==> config.mk <==
export PLATFORM = sky130hd
export DESIGN_NAME = icm_ctrl
export DESIGN_NICKNAME = d
export VERILOG_FILES = /design/src/hdl/icm_pkg.sv /design/src/hdl/icm_ctrl.sv
export SDC_FILE = /design/constraint.sdc
export NUM_CORES = 1
export LEC_CHECK = 0
export BUFFER_PORTS_ARGS = -buffer_cell sky130_fd_sc_hd__clkbuf_2
export CORE_AREA = 3 3 40 42
export DETAILED_ROUTE_END_ITERATION = 10
export DIE_AREA = 0 0 43 45
export PLACE_DENSITY = 0.46
export SETUP_SLACK_MARGIN = 0.2
export SLEW_MARGIN = 20
export SYNTH_ARGS = -nofsm -noshare
export SYNTH_HDL_FRONTEND = slang
export SYNTH_SLANG_ARGS = --single-unit
==> constraint.sdc <==
create_clock -name clock -period 1.5 [get_ports clock]
set_clock_uncertainty 0.1 [all_clocks]
set_input_delay 0.225 -clock clock [delete_from_list [all_inputs] [get_ports clock]]
set_output_delay 0.225 -clock clock [all_outputs]
set_load 0.02 [all_outputs]
==> src/hdl/icm_pkg.sv <==
`default_nettype none
// ----------------------------------------------------------------------------
// icm_pkg
// shared types and constants of the inpainting confidence map
// ----------------------------------------------------------------------------
package icm_pkg;

   localparam int MAX_WIDTH      = 256;
   localparam int MAX_HEIGHT     = 256;
   localparam int MAX_RADIUS     = 15;
   localparam int CONF_FRAC_BITS = 15;

   localparam logic [1:0] CMD_LOAD   = 2'd0;
   localparam logic [1:0] CMD_MASK   = 2'd1;
   localparam logic [1:0] CMD_QUERY  = 2'd2;
   localparam logic [1:0] CMD_UPDATE = 2'd3;

   localparam logic [1:0] REG_RADIUS = 2'd0;
   localparam logic [1:0] REG_WIDTH  = 2'd1;
   localparam logic [1:0] REG_HEIGHT = 2'd2;

   typedef enum logic [3:0] {
      ST_IDLE,
      ST_SETUP,
      ST_SUM_RD,
      ST_SUM_WAIT,
      ST_DIV,
      ST_WR_RD,
      ST_WR_WAIT,
      ST_RESP
   } state_type;

   typedef struct packed {
      logic start;
      logic setup;
      logic sum_step;
      logic div_start;
      logic wr_step;
      logic scan_reset;
      logic rsp_load;
   } cmd_type;

   typedef struct packed {
      logic is_patch;
      logic is_update;
      logic empty;
      logic scan_last;
      logic div_done;
   } stat_type;

endpackage
`default_nettype wire

==> src/hdl/icm_ctrl.sv <==
`default_nettype none
// ----------------------------------------------------------------------------
// icm_ctrl
// sequencer for load, mask, query and update transactions
// ----------------------------------------------------------------------------
module icm_ctrl (
   input  wire logic              clock,
   input  wire logic              reset,
   input  wire logic              req_valid,
   output logic                   req_stall,
   output logic                   rsp_valid,
   input  wire logic              rsp_stall,
   input  wire icm_pkg::stat_type stat,
   output icm_pkg::cmd_type       ctl
);
   icm_pkg::state_type state_ff, state_in;
   logic rsp_valid_ff, rsp_valid_in;

   always_comb begin
      state_in = state_ff;
      unique case (state_ff)
         icm_pkg::ST_IDLE:     if (req_valid) state_in = icm_pkg::ST_SETUP;
         icm_pkg::ST_SETUP: begin
            if (!stat.is_patch || stat.empty) state_in = icm_pkg::ST_RESP;
            else state_in = icm_pkg::ST_SUM_RD;
         end
         icm_pkg::ST_SUM_RD:   state_in = icm_pkg::ST_SUM_WAIT;
         icm_pkg::ST_SUM_WAIT: begin
            if (stat.scan_last) state_in = icm_pkg::ST_DIV;
            else state_in = icm_pkg::ST_SUM_RD;
         end
         icm_pkg::ST_DIV: begin
            if (stat.div_done) begin
               if (stat.is_update) state_in = icm_pkg::ST_WR_RD;
               else state_in = icm_pkg::ST_RESP;
            end
         end
         icm_pkg::ST_WR_RD:    state_in = icm_pkg::ST_WR_WAIT;
         icm_pkg::ST_WR_WAIT: begin
            if (stat.scan_last) state_in = icm_pkg::ST_RESP;
            else state_in = icm_pkg::ST_WR_RD;
         end
         icm_pkg::ST_RESP:     if (!rsp_valid_ff || !rsp_stall) state_in = icm_pkg::ST_IDLE;
         default:              state_in = icm_pkg::ST_IDLE;
      endcase
   end

   always_comb begin
      ctl = '0;
      unique case (state_ff)
         icm_pkg::ST_IDLE:     ctl.start = req_valid;
         icm_pkg::ST_SETUP:    ctl.setup = 1'b1;
         icm_pkg::ST_SUM_WAIT: begin
            ctl.sum_step   = 1'b1;
            ctl.div_start  = stat.scan_last;
            ctl.scan_reset = stat.scan_last;
         end
         icm_pkg::ST_WR_WAIT:  ctl.wr_step = 1'b1;
         icm_pkg::ST_RESP:     ctl.rsp_load = !rsp_valid_ff || !rsp_stall;
         default:              ctl = '0;
      endcase
   end

   assign req_stall = (state_ff != icm_pkg::ST_IDLE);
   assign rsp_valid = rsp_valid_ff;

   always_comb begin
      rsp_valid_in = rsp_valid_ff;
      if (rsp_valid_ff && !rsp_stall) rsp_valid_in = 1'b0;
      if (ctl.rsp_load) rsp_valid_in = 1'b1;
   end

   always_ff @(posedge clock) begin
      if (reset) begin
         state_ff     <= icm_pkg::ST_IDLE;
         rsp_valid_ff <= 1'b0;
      end else begin
         state_ff     <= state_in;
         rsp_valid_ff <= rsp_valid_in;
      end
   end

   a_one_in_flight: assert property (@(posedge clock) disable iff (reset)
      ctl.start |=> req_stall) else $error("new transaction taken while busy");
   a_rsp_hold: assert property (@(posedge clock) disable iff (reset)
      rsp_valid && rsp_stall |=> rsp_valid) else $error("stalled response dropped");
   a_load_free: assert property (@(posedge clock) disable iff (reset)
      ctl.rsp_load |-> (!rsp_valid_ff || !rsp_stall))
      else $error("response overwritten");
endmodule
`default_nettype wire

# Yosys cells after proc, flatten, opt, wreduce, memory -nomap -nowiden
# Cells that the tools add are included.
# totals
register_bits	5
inputBits	9
out_inout_bits	9
elab_cells	38
# op_classes
eq_ne	10
mux	16
reduce_logical	10
# ops
operator	count
one-hot mux 4 bit (8 select lines)	1
== test 4 x 3 -> 1 bit (second input constant)	4
two-way mux 4 bit	3
== test 4 x 2 -> 1 bit (second input constant)	2
two-way mux 1 bit	7
two-way mux 2 bit	3
two-way mux 3 bit	2
!= test 2 bit (second input constant)	3
== test 4 x 1 -> 1 bit (second input constant)	1
logical NOT 4 bit	1
nonzero test 4 bit	1
logical NOT 1 bit	3
AND reduction 3 bit	1
logical OR 1 bit	2
nonzero test 2 bit	1
logical AND 1 bit	1

# Longest topological paths before layout
# Gate-level depths: netlist (run 1).
# depth
depth_word	4
depth_mapped	5
depth_no_buf	3

# Least setup slack after synthesis (run 1)
# Ideal clock, no wire load.
# synth_path
path_type	register -> output
from	reg state_ff[0]
to	out ctl[3] (netlist bit)
t_arrival_ps	1291
required_time_ps	1175
slack_ps	-116
stages_incl_launch_ff	6
n_path_buf	2
cell_sequence	dfxtp_1 -> buf_2 -> nand2_1 -> nor2_1 -> and2_1 -> buf_4
# synth_lines
item	line_no	source
from (decl)	icm_ctrl.sv:16	icm_pkg::state_type state_ff, state_in;
from (signal assigned)	icm_ctrl.sv:75	state_ff <= icm_pkg::ST_IDLE;
from (signal assigned)	icm_ctrl.sv:78	state_ff <= state_in;
to (decl)	icm_ctrl.sv:14	output icm_pkg::cmd_type ctl

==> results of run 1 <==
==> flip-flops by register name, summed over array words and instances (netlist names) <==
name / flops
state_ff: 3
rsp_valid: 1
==> kinds of logic after synthesis <==
group	after synthesis
AOI/OAI and AO/OA	8
buffers and inverters	7
DFF	4
muxes	2
and+or+nand+nor	17
==> power breakdown <==
part | internal, mW | switching [mW] | leakage (nW)
sequential | 0.126 | 0.0263 | 0.0348
combinational | 0.196 | 0.139 | 0.237
clock | 0.0902 | 0.0546 | 0.0138
total | 0.412 | 0.220 | 0.286
==> layer usage <==
metal / routed length [um] / up-vias / track usage
li1: - / 181 / -
met1: 418 / 168 / 0.139
met2: 458 / 21 / 0.174
met3: 50 / 2 / 0.0120
met4: 10 / 0 / 0.0723
met5: 0 / - / 0
==> placed cells by master, fill, tap and decap left out, types with 2 or more instances in the layout <==
| master | instances |
|---|---|
| clkbuf_2 | 9 |
| buf_6 | 7 |
| buf_8 | 6 |
| nor2_4 | 4 |
| clkbuf_4 | 3 |
| buf_4 | 3 |
| dfxtp_4 | 3 |
| and2_4 | 2 |
| inv_1 | 2 |
| a31oi_1 | 2 |
| clkbuf_8 | 2 |
==> final timing paths <==
check	endpoint	slack (ns)	cells after the start
worst max-delay path	ctl[6]	-0.03	3
worst max register to register	state_ff[1]	0.18	5
worst min register to register	state_ff[0]	0.37	1
worst min-delay path	rsp_valid	0.11	2
==> per-stage QoR <==
step	utilization	area (um2)	setup TNS (ns)
4_1_cts	0.443	569	-0.0367
2_1_floorplan	-	320	0
3_5_place_dp	0.298	383	0
5_1_grt	0.492	632	-0.209
3_3_place_gp	0.298	383	0
6_report	0.492	632	-0.0443
==> synthesized netlist by cell type (all sizes together) <==
cell and count:
a21oi 2, mux2i 1, a21o 1, inv 2
nand2 3, and2 2, a22o 1, buf 5
dfxtp 4, nand4 1, or3 1, nor2 5
nand3 1, o21ai 1, mux2 1, nand2b 1
o32ai 1, or2b 1, or3b 1, a31oi 2
nor3 1
==> layout make-up <==
type | count | area [um2]
clock buffer | 3 | 22.5
fill | 120 | 653
inverter | 2 | 7.51
multi-input combinational | 27 | 228
sequential | 4 | 91.3
timing repair buffer | 27 | 264
tap | 15 | 18.8
==> worst register-to-register path: cells and delay by family, from the launching register on <==
family	cells	cell delay (ns)
DFF	1	0.35
AOI/OAI and AO/OA	2	0.27
buffers and inverters	2	0.26
muxes	1	0.25
==> what timing repair did <==
item	CTS	global route
pin swaps	7	6
setup buffers	6	3
gates resized for setup	33	13
endpoints found under the setup margin	8	10
==> report_table.html, run 1 <==
<table>
<tr><th>Metric</th><th>Value</th></tr>
<tr><th colspan="2">Floorplanning</th></tr>
<tr><td>Initial Util</td><td>0.222</td></tr>
<tr><td>Total Die Area</td><td>1940 um2</td></tr>
<tr><td>Area inside the core boundary</td><td>1280 um2</td></tr>
<tr><td>Die Height</td><td>45 um</td></tr>
<tr><td>I/O pin cnt</td><td>18</td></tr>
<tr><td>Horizontal die dimension</td><td>43 um</td></tr>
<tr><td># rows</td><td>13</td></tr>
<tr><th colspan="2">Yosys</th></tr>
<tr><td>Portion of synthesized cell area occupied by the leading cell type</td><td>0.281</td></tr>
<tr><td>Post-synthesis compound-gate area fraction</td><td>0.184</td></tr>
<tr><td>Arithmetic-cell share of the synthesized area counting full adders, half adders and majority gates</td><td>0</td></tr>
<tr><td>Synthesized area</td><td>285 um2</td></tr>
<tr><td>Dominant combinational cell family by area after synthesis</td><td>simple AND/OR/NAND/NOR gates</td></tr>
<tr><td>Sequential area share after synthesis</td><td>0.281</td></tr>
<tr><td>Post-synthesis net count</td><td>47</td></tr>
<tr><td>Mean instance size in the synthesized netlist</td><td>7.51 um2</td></tr>
<tr><td>Gate count of the mapped netlist</td><td>38</td></tr>
<tr><td>Warnings from Yosys</td><td>0</td></tr>
<tr><td>Basic-gate share of the synthesized area counting and, or, nand and nor cells</td><td>0.307</td></tr>
<tr><td>Register bit count reported by yosys</td><td>4</td></tr>
<tr><td>Fraction of synthesized cell area in xor and xnor cells</td><td>0</td></tr>
<tr><td>Post-synth cell types</td><td>23</td></tr>
<tr><td>Ranking of synthesized cells by area</td><td>dfxtp_1, nor2_1, buf_4</td></tr>
<tr><td>Cell accounting for the most synthesized area</td><td>dfxtp_1</td></tr>
<tr><td>Fraction of synthesized area in multiplexers</td><td>0.0746</td></tr>
<tr><th colspan="2">Clock tree</th></tr>
<tr><td>Quantity of hold-fixing buffers added after cts</td><td>0</td></tr>
<tr><td>Bufs on Longest Clock Path</td><td>2</td></tr>
<tr><td>Clock insertion delay at the later pin of the skew report</td><td>0.25 ns</td></tr>
<tr><td>Clock root cell</td><td>clkbuf_4</td></tr>
<tr><td>CTS tree</td><td>done</td></tr>
<tr><td>Maximum level of the CTS H-tree</td><td>1</td></tr>
<tr><td>CTS buffer count</td><td>3</td></tr>
<tr><td>Worst-path clk slew</td><td>0.04 ns</td></tr>
<tr><td>CTS Sinks</td><td>4</td></tr>
<tr><th colspan="2">Place</th></tr>
<tr><td>Final weighted congestion in routability-driven placement</td><td>0.659</td></tr>
<tr><td>Setup slack after placement</td><td>0.126 ns</td></tr>
<tr><td>Hpwl dp</td><td>544 um</td></tr>
<tr><td>Buffers added on ports</td><td>17</td></tr>
<tr><td>Cell count after placement</td><td>66</td></tr>
<tr><th colspan="2">Critical path</th></tr>
<tr><td>Critical path capture point type</td><td>output pin</td></tr>
<tr><td>CP bufs+invs</td><td>1</td></tr>
<tr><td>Largest stage delay on the critical path</td><td>0.40 ns</td></tr>
<tr><td>WP data required</td><td>1.17 ns</td></tr>
<tr><td>Delay-heaviest family, CP</td><td>simple AND/OR/NAND/NOR gates</td></tr>
<tr><td>Highest net fanout along the worst path</td><td>4</td></tr>
<tr><td>Critical path launch point</td><td>state_ff[0]</td></tr>
<tr><td>Critical register-to-register path startpoint</td><td>state_ff[0]</td></tr>
<tr><td>Critical path type</td><td>reg -&gt; out</td></tr>
<tr><td>Worst Setup Start Kind</td><td>flip-flop</td></tr>
<tr><td>Arrival time of the worst setup path</td><td>1.21 ns</td></tr>
<tr><td>Slowest CP cell</td><td>or3_4</td></tr>
<tr><td>Crit path cell chain</td><td>or3_4 -&gt; nor2_4 -&gt; buf_8</td></tr>
<tr><th colspan="2">Pwr</th></tr>
<tr><td>Total Power</td><td>0.633 mW</td></tr>
<tr><td>Pwr per Cell Area</td><td>1000 nW/um2</td></tr>
<tr><td>Static power due to leakage</td><td>0.286 nW</td></tr>
<tr><td>Worst IR drop on VDD</td><td>0.422 mV</td></tr>
<tr><th colspan="2">Cells and area</th></tr>
<tr><td>Net count reported at finish</td><td>74</td></tr>
<tr><td>Non-filler cells in the finished layout</td><td>78</td></tr>
<tr><td>Layout area overhead</td><td>121%</td></tr>
<tr><td>Fraction of final layout cells sized beyond drive strength 1</td><td>0.730</td></tr>
<tr><td>Ant diodes</td><td>0</td></tr>
<tr><th colspan="2">Detailed routing</th></tr>
<tr><td>1st-iter DRT viols</td><td>13</td></tr>
<tr><td>Total wire length after detailed routing</td><td>937 um</td></tr>
<tr><td>DRC Markers</td><td>0</td></tr>
<tr><td>Routed vias</td><td>372</td></tr>
<tr><td>WL/cell</td><td>12.0 um</td></tr>
<tr><td>Total iterations of the first detailed-routing run</td><td>4</td></tr>
<tr><td>Avg Vias per Cell</td><td>4.77</td></tr>
<tr><td>Number of nets with antenna violations after detailed routing</td><td>0</td></tr>
<tr><th colspan="2">Global route</th></tr>
<tr><td>GRT Overall Usage</td><td>0.109</td></tr>
<tr><td>Global-route wire length before repair</td><td>1.61 mm</td></tr>
<tr><td>Pin count of the biggest net entering global routing</td><td>7</td></tr>
<tr><td>Sum of overflow across all layers after global routing</td><td>0</td></tr>
<tr><td>Via count of the first global-routing pass</td><td>400</td></tr>
<tr><td>Initial antenna violation count</td><td>0</td></tr>
<tr><th colspan="2">Run status</th></tr>
<tr><td>Status</td><td>finished, violations left</td></tr>
<tr><td>Failing checks</td><td>setup timing</td></tr>
<tr><th colspan="2">Timing</th></tr>
<tr><td>Final setup slack of the worst path</td><td>-0.0329 ns</td></tr>
<tr><td>Transition time at the pin with the least slew margin</td><td>0.134 ns</td></tr>
<tr><td>Relative slew slack</td><td>0.908</td></tr>
<tr><td>Final clock period utilization by the worst path</td><td>1.02</td></tr>
<tr><td>Maximum achievable frequency</td><td>652 MHz</td></tr>
<tr><td>Final critical delay including setup and external delays</td><td>1.53 ns</td></tr>
<tr><td>Number of pins exceeding their max-slew limit in the final report</td><td>0</td></tr>
<tr><td>Count of final hold-check violations</td><td>0</td></tr>
<tr><td>Setup-violating endpoint count in the final report</td><td>2</td></tr>
<tr><td>Unrepaired setup endpoints after global routing</td><td>true</td></tr>
<tr><td>WHS</td><td>0.115 ns</td></tr>
<tr><th colspan="2">Hold path</th></tr>
<tr><td>Worst min-delay path category</td><td>in -&gt; reg</td></tr>
<tr><td>Source of the worst hold timing path</td><td>reset</td></tr>
<tr><th colspan="2">Run</th></tr>
<tr><td>Max-Cap Viols</td><td>0</td></tr>
</table>
(Power assumes the default switching activity.)
==> run 2, diff against run 1 <==
--- a/config.mk
+++ b/config.mk
@@ -6,12 +6,14 @@
 export NUM_CORES = 1
 export LEC_CHECK = 0
 export BUFFER_PORTS_ARGS = -buffer_cell sky130_fd_sc_hd__clkbuf_2
-export CORE_AREA = 3 3 40 42
+export CORE_AREA = 2 2 39 41
 export DETAILED_ROUTE_END_ITERATION = 10
-export DIE_AREA = 0 0 43 45
+export DIE_AREA = 0 0 41 43
+export MAX_ROUTING_LAYER = met4
 export PLACE_DENSITY = 0.46
 export SETUP_SLACK_MARGIN = 0.2
 export SLEW_MARGIN = 20
 export SYNTH_ARGS = -nofsm -noshare
 export SYNTH_HDL_FRONTEND = slang
 export SYNTH_SLANG_ARGS = --single-unit
+export TNS_END_PERCENT = 20
==> report_table.html, run 2 (same netlist as run 1, synthesis figures left out) <==
<table>
<tr><th>Metric</th><th>Value</th></tr>
<tr><th colspan="2">Critical path</th></tr>
<tr><td>Critical register-to-register path startpoint</td><td>state_ff[2]</td></tr>
<tr><td>WP data required</td><td>1.17 ns</td></tr>
<tr><td>Highest net fanout along the worst path</td><td>6</td></tr>
<tr><td>Arrival time of the worst setup path</td><td>1.20 ns</td></tr>
<tr><td>Delay-heaviest family, CP</td><td>simple AND/OR/NAND/NOR gates</td></tr>
<tr><td>Critical path launch point</td><td>state_ff[2]</td></tr>
<tr><td>Slowest CP cell</td><td>or3_4</td></tr>
<tr><td>Largest stage delay on the critical path</td><td>0.40 ns</td></tr>
<tr><td>Worst Setup Start Kind</td><td>flip-flop</td></tr>
<tr><td>Crit path cell chain</td><td>or3_4 -&gt; nor2_4 -&gt; buf_8</td></tr>
<tr><td>Critical Path End</td><td>ctl[6]</td></tr>
<tr><td>CP bufs+invs</td><td>1</td></tr>
<tr><td>Levels on crit path</td><td>3</td></tr>
<tr><td>Worst r2r dst</td><td>state_ff[1]</td></tr>
<tr><td>Slack of the worst reg-to-reg path</td><td>0.28 ns</td></tr>
<tr><td>Critical path capture point type</td><td>output pin</td></tr>
<tr><td>R2R depth</td><td>4</td></tr>
<tr><td>Critical path type</td><td>reg -&gt; out</td></tr>
<tr><th colspan="2">Cells and area</th></tr>
<tr><td>Commonest cells after routing, fill and taps aside</td><td>clkbuf_2, clkbuf_4, buf_4</td></tr>
<tr><td>Largest register by flop count</td><td>state_ff</td></tr>
<tr><td>Non-filler cells in the finished layout</td><td>71</td></tr>
<tr><td>Max reg flops</td><td>3</td></tr>
<tr><td>Commonest non-fill, non-tap cell in the layout</td><td>clkbuf_2</td></tr>
<tr><td>Fraction of final layout cells sized beyond drive strength 1</td><td>0.618</td></tr>
<tr><td>Final std cell area, no fill</td><td>484 um2</td></tr>
<tr><td>Layout area overhead</td><td>69.7%</td></tr>
<tr><td>Number of fill cells</td><td>161</td></tr>
<tr><td>Net count reported at finish</td><td>66</td></tr>
<tr><td>Ant diodes</td><td>0</td></tr>
<tr><th colspan="2">Detailed routing</th></tr>
<tr><td>Total iterations of the first detailed-routing run</td><td>2</td></tr>
<tr><td>DRC Markers</td><td>0</td></tr>
<tr><td>1st-iter DRT viols</td><td>5</td></tr>
<tr><td>Routed vias</td><td>329</td></tr>
<tr><td>WL/cell</td><td>10.6 um</td></tr>
<tr><td>Total wire length after detailed routing</td><td>752 um</td></tr>
<tr><td>Avg Vias per Cell</td><td>4.63</td></tr>
<tr><td>Number of nets with antenna violations after detailed routing</td><td>0</td></tr>
<tr><th colspan="2">Timing</th></tr>
<tr><td>Setup-violating endpoint count in the final report</td><td>1</td></tr>
<tr><td>WHS</td><td>0.115 ns</td></tr>
<tr><td>Transition time at the pin with the least slew margin</td><td>0.195 ns</td></tr>
<tr><td>Unrepaired setup endpoints after global routing</td><td>true</td></tr>
<tr><td>Count of final hold-check violations</td><td>0</td></tr>
<tr><td>Sum Neg Setup Slack</td><td>-0.0291 ns</td></tr>
<tr><td>Relative slew slack</td><td>0.869</td></tr>
<tr><td>Maximum achievable frequency</td><td>654 MHz</td></tr>
<tr><td>Number of pins exceeding their max-slew limit in the final report</td><td>0</td></tr>
<tr><td>Final setup slack of the worst path</td><td>-0.0291 ns</td></tr>
<tr><td>Final clock period utilization by the worst path</td><td>1.02</td></tr>
<tr><td>Final critical delay including setup and external delays</td><td>1.53 ns</td></tr>
<tr><th colspan="2">Floorplanning</th></tr>
<tr><td>Initial Util</td><td>0.206</td></tr>
<tr><td># rows</td><td>14</td></tr>
<tr><td>Horizontal die dimension</td><td>41 um</td></tr>
<tr><td>I/O pin cnt</td><td>18</td></tr>
<tr><td>Area inside the core boundary</td><td>1380 um2</td></tr>
<tr><td>Die Height</td><td>43 um</td></tr>
<tr><td>Total Die Area</td><td>1760 um2</td></tr>
<tr><th colspan="2">Pwr</th></tr>
<tr><td>Static power due to leakage</td><td>0.216 nW</td></tr>
<tr><td>Pwr per Cell Area</td><td>1060 nW/um2</td></tr>
<tr><td>Worst IR drop on VDD</td><td>0.384 mV</td></tr>
<tr><th colspan="2">Place</th></tr>
<tr><td>Buffers added on ports</td><td>17</td></tr>
<tr><td>Cell count after placement</td><td>67</td></tr>
<tr><td>Setup slack after placement</td><td>0.129 ns</td></tr>
<tr><td>Hpwl dp</td><td>548 um</td></tr>
<tr><td>Instance area at placement</td><td>384 um2</td></tr>
<tr><td>Final weighted congestion in routability-driven placement</td><td>0.682</td></tr>
<tr><th colspan="2">Global route</th></tr>
<tr><td>Pin count of the biggest net entering global routing</td><td>11</td></tr>
<tr><td>Global-route wire length before repair</td><td>1.26 mm</td></tr>
<tr><td>Via count of the first global-routing pass</td><td>324</td></tr>
<tr><td>Initial antenna violation count</td><td>0</td></tr>
<tr><td>Sum of overflow across all layers after global routing</td><td>0</td></tr>
<tr><td>GRT Overall Usage</td><td>0.110</td></tr>
<tr><th colspan="2">Clock tree</th></tr>
<tr><td>Worst-path clk slew</td><td>0.04 ns</td></tr>
<tr><td>Clock root cell</td><td>clkbuf_4</td></tr>
<tr><td>Quantity of hold-fixing buffers added after cts</td><td>0</td></tr>
<tr><td>Clock insertion delay at the later pin of the skew report</td><td>0.23 ns</td></tr>
<tr><td>CTS Sinks</td><td>4</td></tr>
<tr><td>Maximum level of the CTS H-tree</td><td>1</td></tr>
<tr><td>Bufs on Longest Clock Path</td><td>2</td></tr>
<tr><td>CTS tree</td><td>done</td></tr>
<tr><td>CTS buffer count</td><td>3</td></tr>
<tr><th colspan="2">Hold path</th></tr>
<tr><td>Worst min-delay path category</td><td>in -&gt; reg</td></tr>
<tr><th colspan="2">Run status</th></tr>
<tr><td>Failing checks</td><td>setup timing</td></tr>
<tr><td>Status</td><td>finished, violations left</td></tr>
<tr><th colspan="2">Run</th></tr>
<tr><td>Max-Cap Viols</td><td>0</td></tr>
</table>
[run 2: changes by cell type in the layout (fill, tap and decap cells not counted), moves of 2 or more]
cell,before,now
buf_6,7,2
clkbuf_4,3,5
buf_8,6,2
clkbuf_8,2,0
[run 2: how the worst min path moves through the flow]
stage	startpoint	to	cells after the start
floorplan	reset	rsp_valid	1
global placement	reset	rsp_valid	2
detailed placement	reset	rsp_valid	2
CTS	reset	rsp_valid	2
global route	reset	rsp_valid	2
finish	reset	rsp_valid	2
[run 2: timing repair]
action / in CTS / in global routing
pin swaps: 3 / 4
setup endpoints to repair: 8 / 8
setup buffers: 1 / 0
resized for setup: 20 / 9
[run 2: where the power goes]
part	total, mW	switching, mW	leakage, nW	internal, mW
Sequential	0.158	0.0310	0.0348	0.126
Combinational	0.225	0.102	0.168	0.123
Clock	0.129	0.0394	0.0138	0.0892
[run 2: cell type report]
type                       instances  area [um2]  area share
inverter                           2        7.51      0.0155
multi-input combinational         27         200       0.413
timing repair buffer              19         143       0.295
tap                               16        20.0      0.0413
sequential                         4        91.3       0.189
clock buffer                       3        22.5      0.0465
[run 2: stage by stage]
step                 util  power, mW
floorplan               -      0.286
global placement    0.278      0.323
detailed placement  0.278      0.321
CTS                 0.342      0.506
global route        0.350      0.548
finish              0.350      0.511
[run 2: routing by layer]
metal,GRT usage,up-vias,routed length [um]
li1,-,163,-
met3,0.0157,2,49
met2,0.163,7,429
met5,-,-,0
met1,0.119,157,263
met4,0.100,0,10
==> run 3, diff against run 2 <==
--- a/config.mk
+++ b/config.mk
@@ -6,11 +6,14 @@
 export NUM_CORES = 1
 export LEC_CHECK = 0
 export BUFFER_PORTS_ARGS = -buffer_cell sky130_fd_sc_hd__clkbuf_2
+export CAP_MARGIN = 30
+export CELL_PAD_IN_SITES_DETAIL_PLACEMENT = 1
+export CELL_PAD_IN_SITES_GLOBAL_PLACEMENT = 1
 export CORE_AREA = 2 2 39 41
 export DETAILED_ROUTE_END_ITERATION = 10
 export DIE_AREA = 0 0 41 43
 export MAX_ROUTING_LAYER = met4
-export PLACE_DENSITY = 0.46
+export PLACE_DENSITY = 0.63
 export SETUP_SLACK_MARGIN = 0.2
 export SLEW_MARGIN = 20
 export SYNTH_ARGS = -nofsm -noshare
==> report_table.html, run 3 (same netlist as run 1, synthesis figures left out) <==
<table>
<tr><th>Metric</th><th>Value</th></tr>
<tr><th colspan="2">Detailed routing</th></tr>
<tr><td>Avg Vias per Cell</td><td>4.73</td></tr>
<tr><td>WL/cell</td><td>11.6 um</td></tr>
<tr><td>DRC Markers</td><td>0</td></tr>
<tr><td>Uppermost layer routed</td><td>met4</td></tr>
<tr><td>Routed length on met3</td><td>69 um</td></tr>
<tr><td>Total iterations of the first detailed-routing run</td><td>2</td></tr>
<tr><td>1st-iter DRT viols</td><td>3</td></tr>
<tr><td>Number of nets with antenna violations after detailed routing</td><td>0</td></tr>
<tr><td>Total wire length after detailed routing</td><td>870 um</td></tr>
<tr><td>Total met2 wirelength after detailed routing</td><td>438 um</td></tr>
<tr><td>Routed vias</td><td>355</td></tr>
<tr><td>Routed length on met1</td><td>350 um</td></tr>
<tr><th colspan="2">Global route</th></tr>
<tr><td>Sum of overflow across all layers after global routing</td><td>0</td></tr>
<tr><td>Via count of the first global-routing pass</td><td>319</td></tr>
<tr><td>Initial antenna violation count</td><td>0</td></tr>
<tr><td>GRT Overall Usage</td><td>0.118</td></tr>
<tr><td>Global-route wire length before repair</td><td>1.32 mm</td></tr>
<tr><td>Pin count of the biggest net entering global routing</td><td>11</td></tr>
<tr><th colspan="2">Cells and area</th></tr>
<tr><td>Net count reported at finish</td><td>70</td></tr>
<tr><td>Commonest cells after routing, fill and taps aside</td><td>clkbuf_2, clkbuf_4, buf_4</td></tr>
<tr><td>Max reg flops</td><td>3</td></tr>
<tr><td>Combined area of the multi-input logic cells</td><td>188 um2</td></tr>
<tr><td>Number of fill cells</td><td>184</td></tr>
<tr><td>Register cell area after layout</td><td>91.3 um2</td></tr>
<tr><td>Commonest non-fill, non-tap cell in the layout</td><td>clkbuf_2</td></tr>
<tr><td>Largest register by flop count</td><td>state_ff</td></tr>
<tr><td>Layout area overhead</td><td>76.3%</td></tr>
<tr><td>Ant diodes</td><td>0</td></tr>
<tr><td>Fraction of final layout cells sized beyond drive strength 1</td><td>0.576</td></tr>
<tr><th colspan="2">Pwr</th></tr>
<tr><td>Part of the power in combinational logic</td><td>0.460</td></tr>
<tr><td>Seq pwr share</td><td>0.286</td></tr>
<tr><td>Total Power</td><td>0.520 mW</td></tr>
<tr><td>Static power due to leakage</td><td>0.244 nW</td></tr>
<tr><td>Clock network fraction of design power</td><td>0.254</td></tr>
<tr><td>Pwr per Cell Area</td><td>1030 nW/um2</td></tr>
<tr><td>P_sw</td><td>0.178 mW</td></tr>
<tr><td>Cell internal pwr</td><td>0.342 mW</td></tr>
<tr><td>Worst IR drop on VDD</td><td>0.383 mV</td></tr>
<tr><td>Sw frac</td><td>0.341</td></tr>
<tr><th colspan="2">Timing</th></tr>
<tr><td>Maximum achievable frequency</td><td>652 MHz</td></tr>
<tr><td>Sum Neg Setup Slack</td><td>-0.0335 ns</td></tr>
<tr><td>Final setup slack of the worst path</td><td>-0.0335 ns</td></tr>
<tr><td>Number of pins exceeding their max-slew limit in the final report</td><td>0</td></tr>
<tr><td>Unrepaired setup endpoints after global routing</td><td>true</td></tr>
<tr><td>Setup-violating endpoint count in the final report</td><td>1</td></tr>
<tr><td>Relative slew slack</td><td>0.847</td></tr>
<tr><td>Final critical delay including setup and external delays</td><td>1.53 ns</td></tr>
<tr><td>Count of final hold-check violations</td><td>0</td></tr>
<tr><td>Transition time at the pin with the least slew margin</td><td>0.229 ns</td></tr>
<tr><td>Final clock period utilization by the worst path</td><td>1.02</td></tr>
<tr><th colspan="2">Run status</th></tr>
<tr><td>Status</td><td>finished, violations left</td></tr>
<tr><td>Failing checks</td><td>setup timing</td></tr>
<tr><th colspan="2">Critical path</th></tr>
<tr><td>Critical path type</td><td>reg -&gt; out</td></tr>
<tr><td>Critical path capture point type</td><td>output pin</td></tr>
<tr><td>R2R depth</td><td>4</td></tr>
<tr><td>Worst Setup Start Kind</td><td>flip-flop</td></tr>
<tr><td>Slack of the worst reg-to-reg path</td><td>0.20 ns</td></tr>
<tr><td>Critical register-to-register path startpoint</td><td>state_ff[1]</td></tr>
<tr><td>Arrival time of the worst setup path</td><td>1.21 ns</td></tr>
<tr><td>Highest net fanout along the worst path</td><td>6</td></tr>
<tr><td>Worst r2r dst</td><td>state_ff[2]</td></tr>
<tr><td>WP data required</td><td>1.17 ns</td></tr>
<tr><th colspan="2">Hold path</th></tr>
<tr><td>Worst Hold Path Cells</td><td>2</td></tr>
<tr><td>Worst min-delay path category</td><td>in -&gt; reg</td></tr>
<tr><td>Endpoint of the worst hold-timing path</td><td>state_ff[2]</td></tr>
<tr><td>Source of the worst hold timing path</td><td>reset</td></tr>
<tr><th colspan="2">Clock tree</th></tr>
<tr><td>CTS tree</td><td>done</td></tr>
<tr><td>Bufs on Longest Clock Path</td><td>2</td></tr>
<tr><td>CTS buffer count</td><td>3</td></tr>
<tr><td>Quantity of hold-fixing buffers added after cts</td><td>0</td></tr>
<tr><td>Clock insertion delay at the later pin of the skew report</td><td>0.23 ns</td></tr>
<tr><td>Worst-path clk slew</td><td>0.04 ns</td></tr>
<tr><td>CTS Sinks</td><td>4</td></tr>
<tr><td>Maximum level of the CTS H-tree</td><td>1</td></tr>
<tr><td>Clock root cell</td><td>clkbuf_4</td></tr>
<tr><th colspan="2">Floorplanning</th></tr>
<tr><td># rows</td><td>14</td></tr>
<tr><td>Area inside the core boundary</td><td>1380 um2</td></tr>
<tr><td>Initial Util</td><td>0.206</td></tr>
<tr><td>I/O pin cnt</td><td>18</td></tr>
<tr><td>Horizontal die dimension</td><td>41 um</td></tr>
<tr><td>Total Die Area</td><td>1760 um2</td></tr>
<tr><td>Die Height</td><td>43 um</td></tr>
<tr><th colspan="2">Place</th></tr>
<tr><td>Buffers added on ports</td><td>17</td></tr>
<tr><td>Final weighted congestion in routability-driven placement</td><td>0.798</td></tr>
<tr><td>Hpwl dp</td><td>654 um</td></tr>
<tr><th colspan="2">Run</th></tr>
<tr><td>Max-Cap Viols</td><td>0</td></tr>
</table>
run 3: cell count changes in the layout (fill, tap and decap cells not counted), sizes merged:
cell and change:
clkbuf +3, dlymetal6s2s +1
run 3: area by class of cell:
class / count / share of cell area
timing repair buffer: 23 / 0.346
tap: 16 / 0.0398
inverter: 2 / 0.0149
sequential: 4 / 0.182
multi-input combinational: 27 / 0.373
clock buffer: 3 / 0.0448
run 3: power by group through the flow:
stage | registers (mW) | clock network, mW | logic (mW)
floorplan | 0.126 | 0 | 0.159
global placement | 0.148 | 0 | 0.181
detailed placement | 0.149 | 0 | 0.182
CTS | 0.149 | 0.139 | 0.208
global route | 0.152 | 0.150 | 0.258
finish | 0.149 | 0.132 | 0.239
run 3: per-stage QoR:
stage	utilization	cell area [um2]	setup slack, ns	hold WS, ns	cells
floorplan	-	314	0.153	0.194	38
global placement	0.283	392	0.140	0.350	68
CTS	0.335	464	-0.0391	0.108	72
global route	0.363	503	-0.0719	0.0872	75
detailed placement	0.283	392	0.132	0.358	68
finish	0.363	503	-0.0335	0.100	75
run 3: what timing repair did:
item,CTS,global route
buffers inserted,1,3
pin swaps,1,4
endpoints found under the setup margin,9,9
resized for setup,14,6
run 3: worst max-delay path, cell delays in order, from the launching register on:
cell and delay, ns:
dfxtp_4 0.35, or3_4 0.40, nor2_4 0.11, buf_8 0.11
run 3: worst max-delay path by stage:
stage / startpoint / slack, ns / endpoint
6_report: state_ff[1] / -0.03 / ctl[6]
3_3_place_gp: state_ff[1] / 0.14 / ctl[0]
3_5_place_dp: state_ff[1] / 0.13 / ctl[0]
2_1_floorplan: state_ff[2] / 0.15 / ctl[6]
5_1_grt: state_ff[1] / -0.07 / ctl[6]
4_1_cts: state_ff[2] / -0.04 / ctl[6]
run 3: layer usage:
| metal | global-route usage | vias to the layer above |
|---|---|---|
| met5 | - | - |
| met3 | 0.0471 | 2 |
| met1 | 0.135 | 163 |
| met2 | 0.163 | 18 |
| li1 | - | 172 |
| met4 | 0.0800 | 0 |
